`src/hw/rtl/cfq_pkg.sv`:
```
package cfq_pkg;

    localparam int DEPTH_DEF   = 16;
    localparam int WORD_W      = 32;
    localparam int CAP_W       = 5;
    localparam int OP_W        = 2;
    localparam logic [CAP_W-1:0] CAP_RESET = 5'd16;

    localparam logic [OP_W-1:0] OP_ENQ   = 2'd0;
    localparam logic [OP_W-1:0] OP_DEQ   = 2'd1;
    localparam logic [OP_W-1:0] OP_QUERY = 2'd2;

    localparam logic [WORD_W-1:0] EMPTY_WORD = '1;

    // output word layout, lowest bit first
    localparam int OUT_ACC_BIT   = 0;
    localparam int OUT_HEAD_LSB  = 1;
    localparam int OUT_TAIL_LSB  = OUT_HEAD_LSB + WORD_W;
    localparam int OUT_EMPTY_BIT = OUT_TAIL_LSB + WORD_W;
    localparam int OUT_FULL_BIT  = OUT_EMPTY_BIT + 1;
    localparam int OUT_USED_W    = OUT_FULL_BIT + 1;
    localparam int OUT_TDATA_W   = ((OUT_USED_W + 7) / 8) * 8;

    typedef struct packed {
        logic flush;
        logic shift;
        logic load;
    } t_cell_ctl;

endpackage

```
`src/hw/rtl/cfq_cell.sv`:
```
module cfq_cell (
    input  logic                            i_clk,
    input  logic                            i_rst_n,
    input  cfq_pkg::t_cell_ctl              i_ctl,
    input  logic [cfq_pkg::WORD_W-1:0]      i_value,
    input  logic [cfq_pkg::WORD_W-1:0]      i_next_word,
    input  logic                            i_next_valid,
    input  logic                            i_prev_valid,
    output logic [cfq_pkg::WORD_W-1:0]      o_word,
    output logic                            o_valid
);

    logic [cfq_pkg::WORD_W-1:0] r_word;
    logic [cfq_pkg::WORD_W-1:0] n_word;
    logic                       r_valid;
    logic                       n_valid;
    logic                       take;

    // the first empty cell behind a filled one takes the new word
    assign take = i_ctl.load & ~r_valid & i_prev_valid;

    always_comb begin
        n_word  = r_word;
        n_valid = r_valid;
        if (i_ctl.flush) begin
            n_valid = 1'b0;
        end else if (i_ctl.shift) begin
            n_word  = i_next_word;
            n_valid = i_next_valid;
        end else if (take) begin
            n_word  = i_value;
            n_valid = 1'b1;
        end
    end

    always_ff @(posedge i_clk) begin
        if (!i_rst_n) begin
            r_valid <= 1'b0;
        end else begin
            r_valid <= n_valid;
        end
    end

    always_ff @(posedge i_clk) begin
        r_word <= n_word;
    end

    assign o_word  = r_word;
    assign o_valid = r_valid;

endmodule

```
`src/hw/rtl/circular_fifo_queue_unit.sv`:
```
// Latency: a result word is valid the cycle after its input word is taken.
// Throughput: one word per cycle unless stalled; queue state is a chain of DEPTH
// cells that shift toward the head on dequeue, fill the first free on enqueue.
// Reset (synchronous, active low): queue empty, capacity 16, no result pending.
// A capacity write flushes the queue in the same cycle.
module circular_fifo_queue_unit #(
    parameter int DEPTH = cfq_pkg::DEPTH_DEF
) (
    input  logic                                i_clk,
    input  logic                                i_rst_n,
    input  logic                                i_cfg_wen,
    input  logic [cfq_pkg::CAP_W-1:0]           i_cfg_wdata,
    input  logic                                s_axis_tvalid,
    output logic                                s_axis_tready,
    input  logic [cfq_pkg::WORD_W-1:0]          s_axis_tdata,  // [31:0] value
    input  logic [cfq_pkg::OP_W-1:0]            s_axis_tuser,  // [1:0] op
    output logic                                m_axis_tvalid,
    input  logic                                m_axis_tready,
    // [0] accepted, [32:1] head_word, [64:33] tail_word, [65] is_empty,
    // [66] is_full, rest zero
    output logic [cfq_pkg::OUT_TDATA_W-1:0]     m_axis_tdata
);

    localparam int CNT_W = $clog2(DEPTH + 1);
    localparam int CMP_W = (CNT_W > cfq_pkg::CAP_W) ? CNT_W : cfq_pkg::CAP_W;
    localparam int W     = cfq_pkg::WORD_W;

    logic [cfq_pkg::CAP_W-1:0]  r_cap;
    logic [CNT_W-1:0]           r_count;
    logic [CNT_W-1:0]           n_count;
    logic [W-1:0]               r_tail;
    logic                       r_out_valid;
    logic [cfq_pkg::OUT_TDATA_W-1:0] r_out_data;
    logic [cfq_pkg::OUT_TDATA_W-1:0] n_out_data;

    logic [CMP_W-1:0]           cap_ext;
    logic [CNT_W-1:0]           eff_cap;
    logic                       take_in;
    logic                       is_empty;
    logic                       is_full;
    logic                       enq_ok;
    logic                       deq_ok;
    logic                       ok;
    logic                       n_empty;
    logic                       n_full;
    logic [W-1:0]               n_head;
    logic [W-1:0]               n_tail;
    cfq_pkg::t_cell_ctl         cell_ctl;

    logic [W-1:0]               chain_word  [DEPTH+1];
    logic                       chain_valid [DEPTH+1];

    assign cap_ext = CMP_W'(r_cap);

    always_comb begin
        if (r_cap == '0) begin
            eff_cap = CNT_W'(1);
        end else if (cap_ext > CMP_W'(DEPTH)) begin
            eff_cap = CNT_W'(DEPTH);
        end else begin
            eff_cap = CNT_W'(cap_ext);
        end
    end

    assign s_axis_tready = ~r_out_valid | m_axis_tready;
    assign take_in       = s_axis_tvalid & s_axis_tready;

    assign is_empty = (r_count == '0);
    assign is_full  = (r_count == eff_cap);
    assign enq_ok   = (s_axis_tuser == cfq_pkg::OP_ENQ) & ~is_full;
    assign deq_ok   = (s_axis_tuser == cfq_pkg::OP_DEQ) & ~is_empty;
    assign ok       = ~(((s_axis_tuser == cfq_pkg::OP_ENQ) & is_full) |
                        ((s_axis_tuser == cfq_pkg::OP_DEQ) & is_empty));

    always_comb begin
        n_count = r_count;
        if (take_in && enq_ok) begin
            n_count = r_count + CNT_W'(1);
        end else if (take_in && deq_ok) begin
            n_count = r_count - CNT_W'(1);
        end
    end

    assign n_empty = (n_count == '0);
    assign n_full  = (n_count == eff_cap);

    always_comb begin
        if (n_empty) begin
            n_head = cfq_pkg::EMPTY_WORD;
        end else if (enq_ok && is_empty) begin
            n_head = s_axis_tdata;
        end else if (deq_ok) begin
            n_head = chain_word[1];
        end else begin
            n_head = chain_word[0];
        end
    end

    always_comb begin
        if (n_empty) begin
            n_tail = cfq_pkg::EMPTY_WORD;
        end else if (enq_ok) begin
            n_tail = s_axis_tdata;
        end else begin
            n_tail = r_tail;
        end
    end

    always_comb begin
        n_out_data = '0;
        n_out_data[cfq_pkg::OUT_ACC_BIT]                = ok;
        n_out_data[cfq_pkg::OUT_HEAD_LSB +: W]          = n_head;
        n_out_data[cfq_pkg::OUT_TAIL_LSB +: W]          = n_tail;
        n_out_data[cfq_pkg::OUT_EMPTY_BIT]              = n_empty;
        n_out_data[cfq_pkg::OUT_FULL_BIT]               = n_full;
    end

    always_comb begin
        cell_ctl.flush = i_cfg_wen;
        cell_ctl.shift = take_in & deq_ok;
        cell_ctl.load  = take_in & enq_ok;
    end

    always_ff @(posedge i_clk) begin
        if (!i_rst_n) begin
            r_cap       <= cfq_pkg::CAP_RESET;
            r_count     <= '0;
            r_out_valid <= 1'b0;
        end else begin
            if (i_cfg_wen) begin
                r_cap   <= i_cfg_wdata;
                r_count <= '0;
            end else begin
                r_count <= n_count;
            end
            if (take_in) begin
                r_out_valid <= 1'b1;
            end else if (m_axis_tready) begin
                r_out_valid <= 1'b0;
            end
        end
    end

    always_ff @(posedge i_clk) begin
        if (take_in) begin
            r_out_data <= n_out_data;
        end
        if (take_in && enq_ok) begin
            r_tail <= s_axis_tdata;
        end
    end

    // end of the chain feeds an empty cell on shift
    assign chain_word[DEPTH]  = '0;
    assign chain_valid[DEPTH] = 1'b0;

    for (genvar g = 0; g < DEPTH; g++) begin : g_cell
        logic prev_valid;
        if (g == 0) begin : g_first
            assign prev_valid = 1'b1;
        end else begin : g_rest
            assign prev_valid = chain_valid[g-1];
        end

        cfq_cell u_cell (
            .i_clk        (i_clk),
            .i_rst_n      (i_rst_n),
            .i_ctl        (cell_ctl),
            .i_value      (s_axis_tdata),
            .i_next_word  (chain_word[g+1]),
            .i_next_valid (chain_valid[g+1]),
            .i_prev_valid (prev_valid),
            .o_word       (chain_word[g]),
            .o_valid      (chain_valid[g])
        );
    end

    assign m_axis_tvalid = r_out_valid;
    assign m_axis_tdata  = r_out_data;

endmodule

```
`config.mk`:
```
export PLATFORM = sky130hd
export DESIGN_NAME = circular_fifo_queue_unit
export DESIGN_NICKNAME = d
export VERILOG_FILES = /design/src/hw/rtl/cfq_pkg.sv /design/src/hw/rtl/cfq_cell.sv /design/src/hw/rtl/circular_fifo_queue_unit.sv
export SDC_FILE = /design/constraint.sdc
export NUM_CORES = 1
export LEC_CHECK = 0
export ABC_CLOCK_PERIOD_IN_PS = 6300
export BUFFER_PORTS_ARGS = -buffer_cell sky130_fd_sc_hd__buf_4
export CORE_MARGIN = 10
export CORE_UTILIZATION = 28
export DETAILED_ROUTE_END_ITERATION = 10
export RECOVER_POWER = 100
export SLEW_MARGIN = 0
export SYNTH_ARGS = -nofsm -noshare
export SYNTH_HDL_FRONTEND = slang
export SYNTH_SLANG_ARGS = --single-unit
```
`constraint.sdc`:
```
create_clock -name i_clk -period 6.3 [get_ports i_clk]
set_clock_uncertainty 0.2 [all_clocks]
set_input_delay 0.315 -clock i_clk [delete_from_list [all_inputs] [get_ports i_clk]]
set_output_delay 0.315 -clock i_clk [all_outputs]
set_load 0.05 [all_outputs]
```
== After elaboration in Yosys (flattened, before gate mapping) ==
Cells that the tools add are included.

* RAM bits: 0
* Latch bits: 0
* Register bits after elaboration: 638
* Input port bits: 44
* ROM bits: 0
* Memories: 0

* $mul: 0
* Divide/modulo/power cells: 0
* Bitwise gates (word level): 62
* Equality and inequality tests: 3
* Reduce and logical (&&, ||, !) cells: 42
* Magnitude comparators: 1
* Multiplexer cells: 70
* Shift-type cells: 0
* Add/sub/neg operators: 2

{| class="wikitable"
|+ Operators with widths
! operator !! count
|-
| 32-bit two-way mux || 34
|-
| 1-bit AND || 38
|-
| 2-bit nonzero test || 17
|-
| 1-bit two-way mux || 32
|-
| 2-bit AND reduction || 16
|-
| 1-bit NOT || 22
|-
| 5-bit two-way mux || 4
|-
| 5-bit zero test || 3
|-
| 5-bit == test || 2
|-
| 5-bit by 1-bit adder with 5-bit output, second input constant || 1
|-
| 5-bit > comparator, second input constant || 1
|-
| 5-bit by 1-bit subtractor with 5-bit output, second input constant || 1
|-
| 1-bit logical AND || 3
|-
| 3-bit OR reduction || 1
|-
| 2-bit by 1-bit == test with 1-bit output, second input constant || 1
|-
| 2-bit zero test || 1
|-
| 1-bit OR || 2
|-
| 2-bit OR reduction || 1
|}

== Depth between registers and ports, before layout ==
Gate-level depths: netlist (run 1).

* Word-level depth: 11
* Depth in mapped cells: 13
* Mapped depth without buffers: 9

== Cells and area by module ==
Synthesis (run 1) repeated with hierarchy kept, for this count alone.

* Cell total of the unflattened synthesis: 1728
* Area, all modules: 30346.6 um^2

{| class="wikitable"
|+ By module, submodules not included
! module !! instances !! area an instance (um^2) !! cells an instance !! seq. area each (um^2)
|-
| cfq_cell || 16 || 1560.2 || 75 || 980.9
|-
| circular_fifo_queue_unit || 1 || 5382.7 || 528 || 3193.1
|}

== Least setup slack after synthesis (run 1) ==
No wires, ideal clock.

* Path type: flip-flop to flip-flop
* From: register r_out_valid (netlist: m_axis_tvalid)
* To: register g_cell[10].u_cell.r_word, in the netlist g_cell[10].u_cell.o_word[0], enable pin
* Required time: 5.668 ns
* Arrival: 6.119 ns
* Path slack: -0.451 ns
* Period minus slack after synthesis: 6.751 ns
* Path buffers: 1
* Stages on the path, launching flop included: 9
* Library setup time: 0.432 ns
* Cell sequence: dfxtp_1 > nand2b_1 > nand2_1 > inv_1 > nand3_1 > clkinv_1 > clkbuf_1 > nand3b_1 > a21oi_1

* Word-level cells in the longest chain between the ends: 8

{| class="wikitable"
|+ Ends and longest elaborated chain
! item !! line !! RTL
|-
| start: declaration || circular_fifo_queue_unit.sv:32 || <nowiki>logic r_out_valid;</nowiki>
|-
| start signal: assignment || circular_fifo_queue_unit.sv:128 || <nowiki>r_out_valid <= 1'b0;</nowiki>
|-
| start signal: assignment || circular_fifo_queue_unit.sv:137 || <nowiki>r_out_valid <= 1'b1;</nowiki>
|-
| start signal: assignment || circular_fifo_queue_unit.sv:139 || <nowiki>r_out_valid <= 1'b0;</nowiki>
|-
| 1-bit NOT * || circular_fifo_queue_unit.sv:65 || <nowiki>assign s_axis_tready = ~r_out_valid | m_axis_tready;</nowiki>
|-
| 1-bit OR * || circular_fifo_queue_unit.sv:65 ||
|-
| net s_axis_tready || circular_fifo_queue_unit.sv:14 || <nowiki>output logic s_axis_tready,</nowiki>
|-
| 1-bit AND * || circular_fifo_queue_unit.sv:66 || <nowiki>assign take_in = s_axis_tvalid & s_axis_tready;</nowiki>
|-
| net take_in || circular_fifo_queue_unit.sv:38 || <nowiki>logic take_in;</nowiki>
|-
| 1-bit AND || circular_fifo_queue_unit.sv:121 || <nowiki>cell_ctl.load = take_in & enq_ok;</nowiki>
|-
| 1-bit AND (2 in series) || cfq_cell.sv:20 || <nowiki>assign take = i_ctl.load & ~r_valid & i_prev_valid;</nowiki>
|-
| 2-bit nonzero test (no line) * || n/a ||
|-
| 2-bit AND reduction (no line) * || n/a ||
|-
| end signal: assignment || cfq_cell.sv:45 || <nowiki>r_word <= n_word;</nowiki>
|-
| end: declaration || cfq_cell.sv:13 || <nowiki>logic [cfq_pkg::WORD_W-1:0] r_word;</nowiki>
|}

Mark *: on every way through the listed nets, which the timed path passes. The rest lies on a longest branch.
A chain may end at the register's enable or synchronous reset.

== Worst setup path after layout (run 1) ==
* From: register r_count[1]
* To: register g_cell[14].u_cell.r_word, in the netlist g_cell[14].u_cell.o_word[2], enable pin

* Word-level cells in the longest chain between the ends: 8

{| class="wikitable"
|+ Ends and longest elaborated chain
! item !! line !! RTL
|-
| start: declaration || circular_fifo_queue_unit.sv:29 || <nowiki>logic [CNT_W-1:0] r_count;</nowiki>
|-
| start signal: assignment || circular_fifo_queue_unit.sv:134 || <nowiki>r_count <= n_count;</nowiki>
|-
| 5-bit == test || circular_fifo_queue_unit.sv:69 || <nowiki>assign is_full = (r_count == eff_cap);</nowiki>
|-
| 1-bit NOT || circular_fifo_queue_unit.sv:70 || <nowiki>assign enq_ok = (s_axis_tuser == cfq_pkg::OP_ENQ) & ~is_full;</nowiki>
|-
| 1-bit AND || circular_fifo_queue_unit.sv:70 ||
|-
| 1-bit AND || circular_fifo_queue_unit.sv:121 ||
|-
| 1-bit AND (2 in series) || cfq_cell.sv:20 ||
|-
| 2-bit nonzero test (no line) * || n/a ||
|-
| 2-bit AND reduction (no line) * || n/a ||
|-
| end signal: assignment || cfq_cell.sv:45 ||
|-
| end: declaration || cfq_cell.sv:13 ||
|}

Mark *: on every way between the ends. The rest lies on a longest branch, timed or not.

==> results of run 1 <==
==> power groups by stage <==
stage | logic [W] | clock network [W] | registers [W]
final | 0.000384 | 0.00352 | 0.00470
after global routing | 0.000436 | 0.00376 | 0.00470
after CTS | 0.000417 | 0.00361 | 0.00470
after detailed placement | 0.000394 | 0 | 0.00479
after global placement | 0.000386 | 0 | 0.00479
after floorplan | 0.000205 | 0 | 0.00484
==> repair_timing <==
item,CTS,global route
endpoints found under the setup margin,0,0
hold buffers,42,0
endpoints found under the hold margin,103,0
buffers inserted,0,0
==> cells in the mapped netlist (all sizes together) (2+ instances only) <==
master | instances | area share [%]
nor3 | 17 | 0.33
mux2 | 33 | 1.5
nor2 | 93 | 1.4
o31ai | 3 | 0.088
nand3 | 4 | 0.078
a21oi | 23 | 0.45
nand3b | 17 | 0.50
clkbuf | 118 | 1.7
dfxtp | 27 | 2.1
ha | 2 | 0.098
nand4 | 3 | 0.073
edfxtp | 611 | 72
or4 | 4 | 0.12
nand2 | 1030 | 15
nor2b | 7 | 0.17
or2 | 2 | 0.049
buf | 16 | 0.39
mux2i | 37 | 1.4
a211oi | 15 | 0.44
inv | 39 | 0.57
xnor2 | 5 | 0.17
a31oi | 3 | 0.073
nand2b | 5 | 0.12
o21ai | 35 | 0.68
==> how the worst max path moves through the flow <==
stage | from | to | slack [ns] | cells past startpoint
after floorplan | m_axis_tvalid$_SDFFE_PN0P_ | g_cell[10].u_cell.o_word[0]$_DFFE_PP_ | 0.19 | 8
after detailed placement | cap_ext[4]$_SDFFE_PN1P_ | g_cell[1].u_cell.o_word[23]$_DFFE_PP_ | 2.24 | 9
after CTS | cap_ext[4]$_SDFFE_PN1P_ | g_cell[7].u_cell.o_word[2]$_DFFE_PP_ | 2.19 | 9
after global placement | cap_ext[4]$_SDFFE_PN1P_ | g_cell[2].u_cell.o_word[23]$_DFFE_PP_ | 2.19 | 9
final | r_count[1]$_SDFF_PP0_ | g_cell[14].u_cell.o_word[2]$_DFFE_PP_ | 1.35 | 8
after global routing | r_count[1]$_SDFF_PP0_ | g_cell[14].u_cell.o_word[11]$_DFFE_PP_ | 1.04 | 8
==> logic make-up (layout without fill, tap and decap cells) <==
| family | after synthesis | after routing | synth area share [%] |
|---|---|---|---|
| and+or+nand+nor | 1190 | 1190 | 18.2 |
| DFF | 638 | 638 | 73.7 |
| buffers and inverters | 174 | 329 | 2.70 |
| AOI/OAI and AO/OA | 86 | 86 | 2.02 |
| muxes | 70 | 70 | 2.90 |
| xor gates and xnor gates | 8 | 8 | 0.386 |
| adders and majority gates | 2 | 2 | 0.0977 |
| other | 1 | 5 | 0.0146 |
==> routing by layer <==
metal	vias to the layer above	GRT usage, %	share of wire [%]
met3	63	1.60	3.3
met1	7320	12.4	46
met4	0	2.59	2.0
li1	7508	-	-
met2	208	16.4	48
met5	-	0	0
==> sequential cells by signal, summed over array words and instances, names as in the netlist <==
signal	flops
m_axis_tvalid	1
g_cell.u_cell.o_word	512
r_tail	32
cap_ext	5
m_axis_tdata	67
g_cell.u_cell.o_valid	16
r_count	5
==> area by class of cell <==
type                       count  share of cell area (%)
tap                         1176                    4.96
sequential                   638                    63.7
multi-input combinational   1361                    20.9
inverter                      40                   0.506
timing repair buffer         181                    3.55
clock inverter                37                    1.19
clock buffer                  71                    5.20
==> stage by stage <==
| step | util (%) | instance area, um^2 | setup WS (ns) |
|---|---|---|---|
| 2_1_floorplan | - | 25700 | 0.194 |
| 3_5_place_dp | 30.8 | 27800 | 2.24 |
| 4_1_cts | 33.3 | 30100 | 2.19 |
| 6_report | 32.8 | 29700 | 1.35 |
| 3_3_place_gp | 30.8 | 27800 | 2.19 |
| 5_1_grt | 32.8 | 29700 | 1.04 |
==> tightest hold or removal path, delay by kind of cell <==
family / cells / cell delay [ns]
simple gates: 1 / 0.09
buf+inv: 1 / 0.26
mux: 1 / 0.17
==> flow_metrics.env, run 1 <==
export IMPL_layout_min_cycle_time_ns=4.95
export IMPL_h_tree_depth=2
export IMPL_rsz0062_at_grt="no"
export IMPL_ant_nets=0
export IMPL_rr_endpoint="g_cell[14].u_cell.o_word[2]$_DFFE_PP_"
export IMPL_num_nets_final=2328
export IMPL_slowest_delay_ns=0.97
export IMPL_crit_type="reg2reg"
export IMPL_grt_pass1_wl_mm=82.2
export IMPL_worst_pin_slew_ns=3.48
export IMPL_hold_start="i_cfg_wen"
export IMPL_cts_sinks=638
export IMPL_period_share_pct=78.6
export IMPL_areaGrowthSynthToFinish_pct=15.8
export IMPL_violations="capacitance limit, slew limit"
export IMPL_tns_ns=0
export IMPL_io_pins=118
export IMPL_holdPathStages=3
export IMPL_synth_area_mm2=0.0256
export IMPL_reg2reg_depth=8
export IMPL_cp_slowest_cell="clkbuf_1"
export IMPL_netlist_instances=2169
export IMPL_ys_seq_area_share_pct=73.7
export IMPL_path_buf_inv=4
export IMPL_slew_headroom_pct=-132
export IMPL_ys_ff_latch=638
export IMPL_hold_path_endpoint="cap_ext[1]$_SDFFE_PN0P_"
export IMPL_wirelength_mm=50.7
export IMPL_worst_path_dominant_cell_family="buffers and inverters"
export IMPL_rows=110
export IMPL_crit_arrival_ns=4.92
export IMPL_vias=15100
export IMPL_root_buffer="clkbuf_16"
export IMPL_clkPwrFrac_pct=40.9
export IMPL_wl_per_cell_um=14.5
export IMPL_initial_utilization_pct=28.3
export IMPL_ys_flop_type="edfxtp_1"
export IMPL_regArea_mm2=0.0189
export IMPL_nFillCells=8935
export IMPL_p_switching_w=0.00185
export IMPL_synth_distinct_cells=48
export IMPL_yosysWarnings=0
export IMPL_first_iter_violations=1005
export IMPL_core_area_mm2=0.0904
export IMPL_final_cell_mix="nand2_1 (1030), edfxtp_1 (611), clkbuf_1 (119)"
export IMPL_synth_edf_count=611
export IMPL_drive_above_1_share_pct=7.26
export IMPL_post_cts_resized=0
export IMPL_grt_max_degree=195
export IMPL_async_flop_share_pct=0
export IMPL_fmax_mhz=202
export IMPL_hold_path_class="in2reg"
export IMPL_multi_input_area_mm2=0.00621
export IMPL_whs_ns=0.0533
export IMPL_gr_total_overflow=0
export IMPL_die_h_um=322
export IMPL_hpwl_mm=30.6
export IMPL_status="finished, violations left"
export IMPL_path_clk_slew_ns=0.06
export IMPL_globalplace_congestion=0.748
export IMPL_critPathLaunchType="flip-flop"
export IMPL_crit_chain="inv_1 -> ha_1 -> or4b_2 -> nand4_1 -> clkbuf_1 -> buf_4 -> a21oi_4 -> clkbuf_1"
export IMPL_combPwrFrac_pct=4.5
export IMPL_io_buffers=112
export IMPL_internal_power_w=0.00675
export IMPL_cts_tree="built"
export IMPL_p_seq_share_pct=54.6
export IMPL_fin_cells=3504
export IMPL_p_total_w=0.00861
export IMPL_first_pass_iters=5
export IMPL_report_final_slew_viol_count=93
export IMPL_final_common_cell="nand2_1"
export IMPL_endpoint_kind="flip-flop"
export IMPL_grt_pass1_vias=14900
export IMPL_antenna_found_initial=0
export IMPL_clock_latency_ns=0.64
export IMPL_power_density_mw_per_mm2=290
export IMPL_irDropWorstVdd_v=0.000249
export IMPL_diodes=0
export IMPL_rrSetupSlack_ns=1.35
export IMPL_vias_per_cell=4.31
export IMPL_grtUsageTotal_pct=9.58
export IMPL_p_leak_nw=10.3
export IMPL_drc=0
export IMPL_maxCapViolations=2
export IMPL_die_area_mm2=0.104
export IMPL_cts_made_buffers=60
export IMPL_r2r_start="r_count[1]$_SDFF_PP0_"
export IMPL_avgSynthCellArea_um2=11.8
export IMPL_cts_max_path_buffers=3
export IMPL_cp_max_fo=49
export IMPL_hold_viol=0
export IMPL_placed_cells=3354
export IMPL_sw_frac_of_total_pct=21.5
export IMPL_cpMostUsedCell="clkbuf_1"
export IMPL_finalSetupViolations=0
export IMPL_cp_required_ns=6.27
export IMPL_die_w_um=322
No activity file was read; power rests on OpenSTA's default activity.
==> run 2, diff against run 1 <==
--- a/config.mk
+++ b/config.mk
@@ -5,7 +5,7 @@
 export SDC_FILE = /design/constraint.sdc
 export NUM_CORES = 1
 export LEC_CHECK = 0
-export ABC_CLOCK_PERIOD_IN_PS = 6300
+export ABC_CLOCK_PERIOD_IN_PS = 5200
 export BUFFER_PORTS_ARGS = -buffer_cell sky130_fd_sc_hd__buf_4
 export CORE_MARGIN = 10
 export CORE_UTILIZATION = 28
==> constraint.sdc (replaced) <==
create_clock -name i_clk -period 5.2 [get_ports i_clk]
set_clock_uncertainty 0.2 [all_clocks]
set_input_delay 0.26 -clock i_clk [delete_from_list [all_inputs] [get_ports i_clk]]
set_output_delay 0.26 -clock i_clk [all_outputs]
set_load 0.05 [all_outputs]
==> flow_metrics.env, run 2 (synthesis results as in run 1) <==
export IMPL_cts_made_buffers=57
export IMPL_cp_required_ns=5.48
export IMPL_p_switching_w=0.00220
export IMPL_wl_met2_mm=21.8
export IMPL_core_area_mm2=0.0904
export IMPL_placed_cells=3353
export IMPL_p_total_w=0.0103
export IMPL_cts_tree="built"
export IMPL_h_tree_depth=2
export IMPL_die_area_mm2=0.104
export IMPL_cp_slowest_cell="and4_1"
export IMPL_hold_path_class="in2reg"
export IMPL_vias_per_cell=4.21
export IMPL_slew_headroom_pct=-117
export IMPL_dr_max_layer_used="met4"
export IMPL_fin_cells=3511
export IMPL_die_w_um=322
export IMPL_p_seq_share_pct=55.1
export IMPL_largest_reg_flops=512
export IMPL_initial_utilization_pct=28.3
export IMPL_first_iter_violations=991
export IMPL_cts_max_path_buffers=3
export IMPL_finalSetupViolations=0
export IMPL_crit_arrival_ns=4.58
export IMPL_post_cts_resized=0
export IMPL_layout_min_cycle_time_ns=4.31
export IMPL_clkPwrFrac_pct=40.3
export IMPL_status="finished, violations left"
export IMPL_path_clk_slew_ns=0.07
export IMPL_cts_sinks=638
export IMPL_combPwrFrac_pct=4.5
export IMPL_io_buffers=112
export IMPL_path_buf_inv=2
export IMPL_p_leak_nw=10.4
export IMPL_sw_frac_of_total_pct=21.3
export IMPL_diodes=0
export IMPL_report_final_slew_viol_count=151
export IMPL_postCtsHoldBufs=51
export IMPL_clock_latency_ns=0.62
export IMPL_grt_max_degree=205
export IMPL_power_density_mw_per_mm2=348
export IMPL_violations="capacitance limit, slew limit"
export IMPL_worst_path_dominant_cell_family="simple AND/OR/NAND/NOR gates"
export IMPL_period_share_pct=82.8
export IMPL_postCtsSetupBuffers=0
export IMPL_drc=0
export IMPL_irDropWorstVdd_v=0.000252
export IMPL_wirelength_mm=45.4
export IMPL_crit_chain="inv_1 -> ha_1 -> or4b_2 -> and4_1 -> buf_6 -> nand2_1 -> nand2_1"
export IMPL_rsz0062_at_grt="no"
export IMPL_critPathLaunchType="flip-flop"
export IMPL_hold_viol=0
export IMPL_hpwl_mm=29.0
export IMPL_drive_above_1_share_pct=7.32
export IMPL_wl_met1_mm=20.5
export IMPL_num_nets_final=2333
export IMPL_grt_pass1_vias=14500
export IMPL_rows=110
export IMPL_fin_util_pct=32.9
export IMPL_internal_power_w=0.00813
export IMPL_wl_per_cell_um=12.9
export IMPL_final_common_cell="nand2_1"
export IMPL_grt_pass1_wl_mm=75.6
export IMPL_endpoint_kind="flip-flop"
export IMPL_worst_pin_slew_ns=3.25
export IMPL_die_h_um=322
export IMPL_gr_total_overflow=0
export IMPL_antenna_found_initial=0
export IMPL_grtUsageTotal_pct=8.63
export IMPL_maxCapViolations=1
export IMPL_final_cell_mix="nand2_1 (1030), edfxtp_1 (611), clkbuf_1 (114)"
export IMPL_slowest_delay_ns=1.17
export IMPL_vias=14800
export IMPL_areaGrowthSynthToFinish_pct=16.0
export IMPL_io_pins=118
export IMPL_ant_nets=0
export IMPL_nFillCells=8900
export IMPL_dr_wl_met3_mm=1.72
export IMPL_first_pass_iters=5
export IMPL_cpMostUsedCell="nand2_1"
export IMPL_tns_ns=0
export IMPL_cp_max_fo=204
export IMPL_fmax_mhz=232
export IMPL_crit_type="reg2reg"
export IMPL_globalplace_congestion=0.741
export IMPL_root_buffer="clkbuf_16"
-- run 2: worst paths after layout --
| check | from | endpoint | slack (ns) | cells past startpoint |
|---|---|---|---|---|
| setup / recovery | r_count[1]$_SDFF_PP0_ | g_cell[3].u_cell.o_word[24]$_DFFE_PP_ | 0.89 | 7 |
| hold / removal | i_rst_n | cap_ext[4]$_SDFFE_PN1P_ | 0.21 | 3 |
| hold reg to reg | g_cell[7].u_cell.o_word[23]$_DFFE_PP_ | g_cell[6].u_cell.o_word[23]$_DFFE_PP_ | 0.30 | 2 |
| setup reg to reg | r_count[1]$_SDFF_PP0_ | g_cell[3].u_cell.o_word[24]$_DFFE_PP_ | 0.89 | 7 |
-- run 2: area by class of cell --
cell class	count	area (um^2)	area share, %
Timing Repair Buffer	189	1190	3.99
Inverter	40	151	0.509
Clock inverter	40	370	1.25
Multi-Input combinational cell	1361	6200	20.8
Clock buffer	67	1460	4.92
Sequential cell	638	18900	63.5
Tap cell	1176	1470	4.95
-- run 2: through the flow --
step | hold WS [ns] | setup slack, ns | instance area (um^2)
4_1_cts | 0.145 | 1.19 | 30200
3_3_place_gp | 0.270 | 1.19 | 27900
5_1_grt | 0.208 | 0.499 | 29700
3_5_place_dp | 0.273 | 1.21 | 27900
6_report | 0.213 | 0.892 | 29700
2_1_floorplan | 0.122 | 0.0592 | 25700
-- run 2: layer usage --
layer / global-route usage, % / up-vias
met5: 0 / -
met4: 3.20 / 0
met3: 1.72 / 77
met2: 14.8 / 194
met1: 10.7 / 6983
li1: - / 7512
-- run 2: tightest hold or removal path, stage by stage --
cell and delay [ns]:
buf_4 0.14, nand2_1 0.05, dlygate4sd3_1 0.54
-- run 2: power by group through the flow --
stage                     registers (W)  clock network [W]  logic [W]
after global placement          0.00580                  0   0.000462
after global routing            0.00570            0.00447   0.000532
after floorplan                 0.00587                  0   0.000249
final                           0.00570            0.00417   0.000469
after CTS                       0.00569            0.00429   0.000509
after detailed placement        0.00580                  0   0.000474
==> run 3, diff against run 2 <==
--- a/config.mk
+++ b/config.mk
@@ -5,7 +5,7 @@
 export SDC_FILE = /design/constraint.sdc
 export NUM_CORES = 1
 export LEC_CHECK = 0
-export ABC_CLOCK_PERIOD_IN_PS = 5200
+export ABC_CLOCK_PERIOD_IN_PS = 3800
 export BUFFER_PORTS_ARGS = -buffer_cell sky130_fd_sc_hd__buf_4
 export CORE_MARGIN = 10
 export CORE_UTILIZATION = 28
==> constraint.sdc (replaced) <==
create_clock -name i_clk -period 3.8 [get_ports i_clk]
set_clock_uncertainty 0.2 [all_clocks]
set_input_delay 0.19 -clock i_clk [delete_from_list [all_inputs] [get_ports i_clk]]
set_output_delay 0.19 -clock i_clk [all_outputs]
set_load 0.05 [all_outputs]
==> flow_metrics.env, run 3 (synthesis results as in run 1) <==
export IMPL_irDropWorstVdd_v=0.000370
export IMPL_p_seq_share_pct=55.1
export IMPL_p_total_w=0.0142
export IMPL_globalplace_congestion=0.746
export IMPL_crit_chain="or4_1 -> and3_1 -> o41ai_2 -> buf_4 -> nor2_2 -> buf_4 -> nor2_1 -> o21ai_0"
export IMPL_cp_required_ns=3.95
export IMPL_die_h_um=322
export IMPL_sw_frac_of_total_pct=21.4
export IMPL_first_pass_iters=5
export IMPL_rows=110
export IMPL_slowest_delay_ns=0.67
export IMPL_final_common_cell="nand2_1"
export IMPL_io_buffers=112
export IMPL_final_cell_mix="nand2_1 (1030), edfxtp_1 (611), clkbuf_1 (106)"
export IMPL_wl_per_cell_um=13.4
export IMPL_grt_pass1_vias=14400
export IMPL_maxCapViolations=1
export IMPL_hold_path_endpoint="cap_ext[4]$_SDFFE_PN1P_"
export IMPL_p_switching_w=0.00303
export IMPL_path_clk_slew_ns=0.07
export IMPL_endpoint_kind="flip-flop"
export IMPL_finalSetupViolations=0
export IMPL_die_w_um=322
export IMPL_layout_setup_ws_ns=0.286
export IMPL_hpwl_mm=29.3
export IMPL_ant_nets=0
export IMPL_cp_max_fo=33
export IMPL_die_area_mm2=0.104
export IMPL_path_buf_inv=2
export IMPL_cts_tree="built"
export IMPL_critPathLaunchType="flip-flop"
export IMPL_grt_max_degree=233
export IMPL_clock_latency_ns=0.62
export IMPL_fmax_mhz=285
export IMPL_violations="capacitance limit, slew limit"
export IMPL_drive_above_1_share_pct=7.93
export IMPL_internal_power_w=0.0111
export IMPL_num_nets_final=2338
export IMPL_holdPathStages=3
export IMPL_layout_min_cycle_time_ns=3.51
export IMPL_p_leak_nw=10.4
export IMPL_power_density_mw_per_mm2=474
export IMPL_worst_pin_slew_ns=1.69
export IMPL_clkPwrFrac_pct=40.4
export IMPL_root_buffer="clkbuf_16"
export IMPL_io_pins=118
export IMPL_slew_headroom_pct=-12.9
export IMPL_report_final_slew_viol_count=199
export IMPL_hold_start="i_rst_n"
export IMPL_status="finished, violations left"
export IMPL_vias=14900
export IMPL_cts_made_buffers=59
export IMPL_crit_arrival_ns=3.66
export IMPL_hold_path_class="in2reg"
export IMPL_period_share_pct=92.5
export IMPL_grt_pass1_wl_mm=77.3
export IMPL_grtUsageTotal_pct=8.88
export IMPL_rr_endpoint="m_axis_tdata[25]$_SDFFCE_PN1P_"
export IMPL_rrSetupSlack_ns=0.29
export IMPL_postCtsSetupBuffers=0
export IMPL_whs_ns=0.131
export IMPL_core_area_mm2=0.0904
export IMPL_gr_total_overflow=0
export IMPL_cp_slowest_cell="o41ai_2"
export IMPL_vias_per_cell=4.23
export IMPL_cts_max_path_buffers=3
export IMPL_initial_utilization_pct=28.3
export IMPL_drc=0
export IMPL_areaGrowthSynthToFinish_pct=16.6
export IMPL_cpMostUsedCell="buf_4"
export IMPL_worst_path_dominant_cell_family="simple AND/OR/NAND/NOR gates"
export IMPL_largest_reg_flops=512
export IMPL_hold_viol=0
export IMPL_tns_ns=0
export IMPL_first_iter_violations=1005
export IMPL_cts_sinks=638
export IMPL_wirelength_mm=47.0
export IMPL_diodes=0
export IMPL_combPwrFrac_pct=4.5
export IMPL_antenna_found_initial=0
export IMPL_crit_type="reg2reg"
export IMPL_rsz0062_at_grt="no"
export IMPL_dp_worst_setup_slack_ns=0.216
export IMPL_reg2reg_depth=8
export IMPL_r2r_start="cap_ext[4]$_SDFFE_PN1P_"
export IMPL_h_tree_depth=2
## run 3: per-layer routing
metal | GRT usage, % | vias to the layer above | wire length (um)
li1 | - | 7513 | -
met1 | 11.7 | 7046 | 21800
met2 | 14.8 | 228 | 22200
met3 | 1.72 | 71 | 1970
met4 | 2.50 | 0 | 986
met5 | 0 | - | 0
## run 3: area by class of cell
class / instances / area (um^2)
fillers: 8935 / 60600
flip-flops and latches: 638 / 18900
multi-input cells: 1361 / 6230
clock buffers: 64 / 1500
well taps: 1176 / 1470
repair buffers: 192 / 1280
clock inverters: 39 / 348
inverters: 40 / 151
## run 3: what timing repair did
item                                   in CTS  in global routing
resized for setup                           0                  1
setup endpoints to repair                   0                 24
endpoints found under the hold margin     111                  0
hold buffers                               52                  0
## run 3: worst min-delay path, cell delays in order
cell	delay [ns]
buf_4	0.14
nand2_1	0.05
dlygate4sd3_1	0.53
## run 3: power groups by stage
| stage | combinational, W | clock, W | sequential (W) |
|---|---|---|---|
| floorplan | 0.000346 | 0 | 0.00803 |
| global placement | 0.000630 | 0 | 0.00795 |
| detailed placement | 0.000649 | 0 | 0.00795 |
| CTS | 0.000696 | 0.00588 | 0.00779 |
| global route | 0.000728 | 0.00615 | 0.00780 |
| finish | 0.000640 | 0.00572 | 0.00779 |
## run 3: how the worst max path moves through the flow
stage                                     from                                      to  slack (ns)  cells past startpoint
floorplan           m_axis_tvalid$_SDFFE_PN0P_   g_cell[12].u_cell.o_word[0]$_DFFE_PP_         0.1                      8
global placement         r_count[0]$_SDFF_PP0_          m_axis_tdata[26]$_SDFFCE_PN1P_        0.34                     10
detailed placement       r_count[0]$_SDFF_PP0_          m_axis_tdata[28]$_SDFFCE_PN1P_        0.22                     10
CTS                      r_count[0]$_SDFF_PP0_           m_axis_tdata[7]$_SDFFCE_PN1P_        0.27                     10
global route             r_count[0]$_SDFF_PP0_  g_cell[11].u_cell.o_word[27]$_DFFE_PP_        0.06                      7
finish                 cap_ext[4]$_SDFFE_PN1P_          m_axis_tdata[25]$_SDFFCE_PN1P_        0.29                      8
## run 3: stage by stage
stage,instance area (um^2),util (%),instances
after floorplan,25800,-,2173
after CTS,30400,33.6,3510
after global placement,28000,31.0,3355
final,29900,33.0,3510
after global routing,29900,33.0,3510
after detailed placement,28000,31.0,3355
